[config.mk]
export PLATFORM = sky130hd
export DESIGN_NAME = psv_cfg
export DESIGN_NICKNAME = d
export VERILOG_FILES = /design/src/rtl/core/psv_pkg.sv /design/src/rtl/core/psv_cfg.sv
export SDC_FILE = /design/constraint.sdc
export NUM_CORES = 1
export LEC_CHECK = 0
export BUFFER_PORTS_ARGS = -buffer_cell sky130_fd_sc_hd__buf_2
export CORE_MARGIN = 2
export CORE_UTILIZATION = 37
export CTS_BUF_LIST = sky130_fd_sc_hd__clkbuf_8
export CTS_CLUSTER_DIAMETER = 30
export DETAILED_ROUTE_END_ITERATION = 6
export PLACE_DENSITY = 0.58
export SYNTH_ARGS = -nofsm -noshare
export SYNTH_HDL_FRONTEND = slang
export SYNTH_SLANG_ARGS = --single-unit
[constraint.sdc]
create_clock -name clk_i -period 0.8 [get_ports clk_i]
set_input_delay 0.04 -clock clk_i [delete_from_list [all_inputs] [get_ports clk_i]]
set_output_delay 0.04 -clock clk_i [all_outputs]
set_load 0.02 [all_outputs]
[src/rtl/core/psv_pkg.sv]
package psv_pkg;

  // Number of motors held in the state memory.
  localparam int NumMotors = 3;
  localparam int MotorAw   = (NumMotors > 1) ? $clog2(NumMotors) : 1;
  // Motors that own a counts-per-revolution register.
  localparam int NumCprRegs = 3;

  // Stream and configuration widths; the tdata widths are padded to whole bytes.
  localparam int InTdataW  = 48;
  localparam int InTuserW  = 3;
  localparam int OutTdataW = 32;
  localparam int OutTuserW = 1;
  localparam int CfgIndexW = 3;
  localparam int CfgDataW  = 22;

  // Input command codes.
  localparam logic CMD_START = 1'b0;
  localparam logic CMD_TICK  = 1'b1;

  // Configuration register indexes.
  localparam logic [CfgIndexW-1:0] CFG_CPR0   = 3'd0;
  localparam logic [CfgIndexW-1:0] CFG_CPR1   = 3'd1;
  localparam logic [CfgIndexW-1:0] CFG_CPR2   = 3'd2;
  localparam logic [CfgIndexW-1:0] CFG_PGAIN  = 3'd3;
  localparam logic [CfgIndexW-1:0] CFG_DGAIN  = 3'd4;
  localparam logic [CfgIndexW-1:0] CFG_SWAP   = 3'd5;
  localparam logic [CfgIndexW-1:0] CFG_NARROW = 3'd6;

  // Configuration reset values.
  localparam logic [21:0] CprReset0   = 22'd352000;
  localparam logic [21:0] CprReset1   = 22'd8000;
  localparam logic [21:0] CprReset2   = 22'd30000;
  localparam logic [7:0]  PGainReset  = 8'd8;
  localparam logic [7:0]  DGainReset  = 8'd12;
  localparam logic [2:0]  SwapReset   = 3'd2;
  localparam logic [2:0]  NarrowReset = 3'd4;

  // Servo constants.
  localparam logic [11:0] DutyMax     = 12'd2200;
  localparam logic [11:0] DutyMin     = 12'd500;
  localparam logic [3:0]  SettleTicks = 4'd12;
  localparam logic [3:0]  SettleMax   = 4'd15;

  // Rounded division by 360: add 180, drop three bits, then divide by 45
  // through a reciprocal that may come out one low.
  localparam logic [33:0] RoundBias = 34'd180;
  localparam logic [30:0] Recip45   = 31'd1527099483;
  localparam logic [31:0] Div45     = 32'd45;

  typedef enum logic [1:0] {
    KIND_NONE,
    KIND_START,
    KIND_SETTLE,
    KIND_DRIVE
  } item_kind_e;

  typedef struct packed {
    logic signed [31:0] target;
    logic        [31:0] prev;
    logic        [3:0]  settle;
    logic               active;
  } motor_state_t;

  typedef struct packed {
    logic [NumCprRegs-1:0][21:0] cpr;
    logic [7:0]                  prop_gain;
    logic [7:0]                  deriv_gain;
    logic [2:0]                  swap_mask;
    logic [2:0]                  narrow_mask;
  } cfg_t;

  typedef struct packed {
    logic               cmd;
    logic        [1:0]  motor;
    logic signed [11:0] angle_deg;
    logic signed [31:0] encoder_count;
  } in_item_t;

  typedef struct packed {
    logic        drive_valid;
    logic [11:0] right_duty;
    logic [11:0] left_duty;
    logic        clear_counter;
    logic        moving;
    logic        move_done;
  } result_t;

  function automatic logic motor_ok(input logic [1:0] m);
    return (int'(m) < NumMotors) && (int'(m) < NumCprRegs);
  endfunction

endpackage

[src/rtl/core/psv_cfg.sv]
module psv_cfg import psv_pkg::*; (
  input  logic                 clk_i,
  input  logic                 rst_ni,
  input  logic                 wr_valid_i,
  output logic                 wr_ready_o,
  input  logic [CfgIndexW-1:0] wr_index_i,
  input  logic [CfgDataW-1:0]  wr_data_i,
  output cfg_t                 cfg_o
);

  cfg_t cfg_q;

  assign wr_ready_o = 1'b1;

  always_ff @(posedge clk_i or negedge rst_ni) begin
    if (!rst_ni) begin
      cfg_q.cpr[0]       <= CprReset0;
      cfg_q.cpr[1]       <= CprReset1;
      cfg_q.cpr[2]       <= CprReset2;
      cfg_q.prop_gain    <= PGainReset;
      cfg_q.deriv_gain   <= DGainReset;
      cfg_q.swap_mask    <= SwapReset;
      cfg_q.narrow_mask  <= NarrowReset;
    end else if (wr_valid_i) begin
      case (wr_index_i)
        CFG_CPR0:   cfg_q.cpr[0]      <= wr_data_i;
        CFG_CPR1:   cfg_q.cpr[1]      <= wr_data_i;
        CFG_CPR2:   cfg_q.cpr[2]      <= wr_data_i;
        CFG_PGAIN:  cfg_q.prop_gain   <= wr_data_i[7:0];
        CFG_DGAIN:  cfg_q.deriv_gain  <= wr_data_i[7:0];
        CFG_SWAP:   cfg_q.swap_mask   <= wr_data_i[2:0];
        CFG_NARROW: cfg_q.narrow_mask <= wr_data_i[2:0];
        default: ;
      endcase
    end
  end

  assign cfg_o = cfg_q;

endmodule

==> results.md <==
- Post-synthesis sequential area ratio: 65.1%
- CP max FO: 2
- Mean Syn Cell Area: 17.9 um2
- Final period utilization: 133%
- # nets final: 417
- Clock transition at path regs: 0.09 ns
- Req. time, crit path: roughly 0.76 ns
- Routed vias: about 2,400
- Critical R2R Launch: cfg_o[60]$_DFFE_PN0P_
- Hold crit path type: input port to flop
- Gr ovfl total: 0
- Core area: roughly 9100 um2
- Peak VDD IR: 1.36 mV
- Synth area leaders: dfrtp_1 45%, mux2_2 28%, dfstp_2 20%
- R2r setup slk: -0.14 ns
- Met1 Usage GRT: around 25%
- Final worst slack: -0.265 ns
- TritonRoute pass-1 iters: 4
- Mapped Cells: approximately 190
- CTS buffer count: 9
- Maxcap violations: 0
- Die height: around 100 um
- Filler cell count: approximately 630
- Hold Crit Start: wr_data_i[0]
- Post-DRT Antenna Nets: 0
- Non-Filler Instances: 505
- Clock Sinks: 88
- Worst skew pair latency: 0.34 ns
- Pwr/cell area: between 2000 and 3000 nW/um2
- Routed length per instance: slightly below 20 um
- Top Usage Layer GRT: met2
- Area occupied by multi-input gates: between 1000 and 1500 um2
- Via/cell ratio: roughly 4.7
- Largest register FFs: 88
- Overall power: between 15 and 20 mW
- Worst path max stage delay: 0.56 ns
- Met2 Use GR: approximately a third
- Reg2reg path depth: 2
- FF+latch area: ~2300 um2
- H-tree levels: 3
- Final GP Congestion: roughly 0.67
- Die W: 100 um
- Syn Nets: 220
- Critical Path End: cfg_o[80]
- WP buf/inv: 1
- Setup CP Type: flop to output port
- DRC: 0
- Initial antenna violation count: 0
- Status: finished with violations
- Iteration-0 DRC count of the detailed router: 27
- Yosys top cell by area: dfrtp_1
- Layout cells sized above 1: roughly four fifths
- Clock buffer depth: 2
- CP Data Arrival Time: just over 1 ns
- Layout area overhead: 79.4%
- Met3 Use GR: 4.74%
- Mapped Area: about 3400 um2
- Share of the synthesized area in the top cell type: 45.2%
- TritonCTS clock tree: built
- Final Setup Violations: around 160
- CP Launch Point: cfg_o[80]$_DFFE_PN1P_
- I/O Buffers: between 100 and 150
- Yosys reg bits: just under 90
- CP max stage cell: dfstp_2
- Unique masters post-synth: 14
- RSZ-0062 raised after global routing: true
- Largest net degree at the start of global routing: a little under 50
- Routed wire length: between 9 and 10 mm
- Fin. Hold Viols: 0
- Critical path's top delay family: flip-flops
- GR Util All Layers: between 10% and 20%
- Synth Warn #: 0
- Ports: 117
- Via count of the first global-routing pass: 2,612
- Minimum clock period after layout: about 1.1 ns
- Clk_skew: 0 ns
- TNS Setup: -19.70 ns
- Failing checks: setup timing
- Starting Density: a little under two fifths
- Final instance area: between 6000 and 7000 um2
- Worst setup EP type: output port
- Inst Count DP: 422
- Std cell rows: 35
- Stages on the worst setup path: 1
- Fin. max-slew vios: 0
- Reg2Reg Capture Point: cfg_o[60]$_DFFE_PN0P_
- Worst path cell trace: buf_6
- Post-Place Cell Area: about 4500 um2
- Startpoint Class: flop
- First-pass GRT wire length: 14.6 mm
- DP Wirelength: 5.12 mm
- Post-layout util: between 60% and 70%
- Root buffer cell: clkbuf_8
- Max Freq: ~0.94 GHz
- DIE AREA: about 10,000 um2
- Leakage: between 2 and 3 nW
- ANT cells: 0
-- cells in the mapped netlist, drive strengths merged --
| library cell | n |
|---|---|
| and4bb | 3 |
| buf | 4 |
| clkbuf | 4 |
| conb | 1 |
| dfrtp | 62 |
| dfstp | 26 |
| mux2 | 88 |
| nand4b | 3 |
| nor4b | 1 |
-- stage by stage --
step / worst slack (ns) / hold WS [ns]
final: -0.265 / 0.0457
after global routing: -0.303 / 0.0399
after CTS: -0.279 / 0.0262
after detailed placement: -0.427 / 0.0406
after global placement: -0.409 / 0.0492
after floorplan: -0.239 / -0.256
-- layout by cell type, fill, tap and decap left out --
cell,n
buf_16,5
dlygate4sd3_1,20
nor4b_4,1
mux2_2,3
buf_2,23
buf_4,20
buf_8,3
inv_1,2
clkinvlp_4,1
clkbuf_8,10
mux2_4,85
and4bb_4,2
inv_6,1
nand4b_1,2
conb_1,1
bufinv_16,2
and4bb_2,1
nand4b_4,1
buf_6,113
buf_12,10
dfrtp_1,49
dfstp_2,26
dfrtp_2,13
-- repair_timing --
action,in CTS,in global routing
hold buffers,20,0
pin swaps,1,1
gates resized for setup,207,34
endpoints found under the hold margin,155,0
buffers inserted,32,10
gates cloned,6,0
setup endpoints to repair,132,170
-- worst min path at each step --
stage | endpoint | slack [ns] | depth (start not counted)
3_5_place_dp | cfg_o[63]$_DFFE_PN0P_ | 0.04 | 2
6_report | cfg_o[44]$_DFFE_PN0P_ | 0.05 | 2
2_1_floorplan | cfg_o[0]$_DFFE_PN0P_ | -0.26 | 0
4_1_cts | cfg_o[16]$_DFFE_PN0P_ | 0.03 | 2
5_1_grt | cfg_o[44]$_DFFE_PN0P_ | 0.04 | 2
3_3_place_gp | cfg_o[63]$_DFFE_PN0P_ | 0.05 | 2
-- cells by family after synthesis --
family                 Yosys count  share of synthesized area [%]
buffers and inverters            8                           2.81
flip-flops                      88                           65.1
multiplexers                    88                           29.0
other                            1                          0.109
AND/OR/NAND/NOR                  7                           2.95
-- routing by layer --
layer | vias up | wire (um)
met3 | 9 | 521
met4 | 0 | 100
li1 | 1077 | -
met5 | - | 0
met2 | 80 | 4910
met1 | 1226 | 4270
-- power by group --
group          internal (mW)  switching, mW  total (mW)
combinational           3.94           2.45        6.39
sequential              5.68          0.836        6.51
clock                   1.84           1.59        3.42
-- cell type report --
type / count / share of cell area, %
sequential: 88 / 36.6
clock buffer: 10 / 2.24
tap: 111 / 2.26
multi-input combinational: 96 / 23.1
timing repair buffer: 194 / 34.5
clock inverter: 6 / 1.36
No activity file was read; power rests on OpenSTA's default activity.
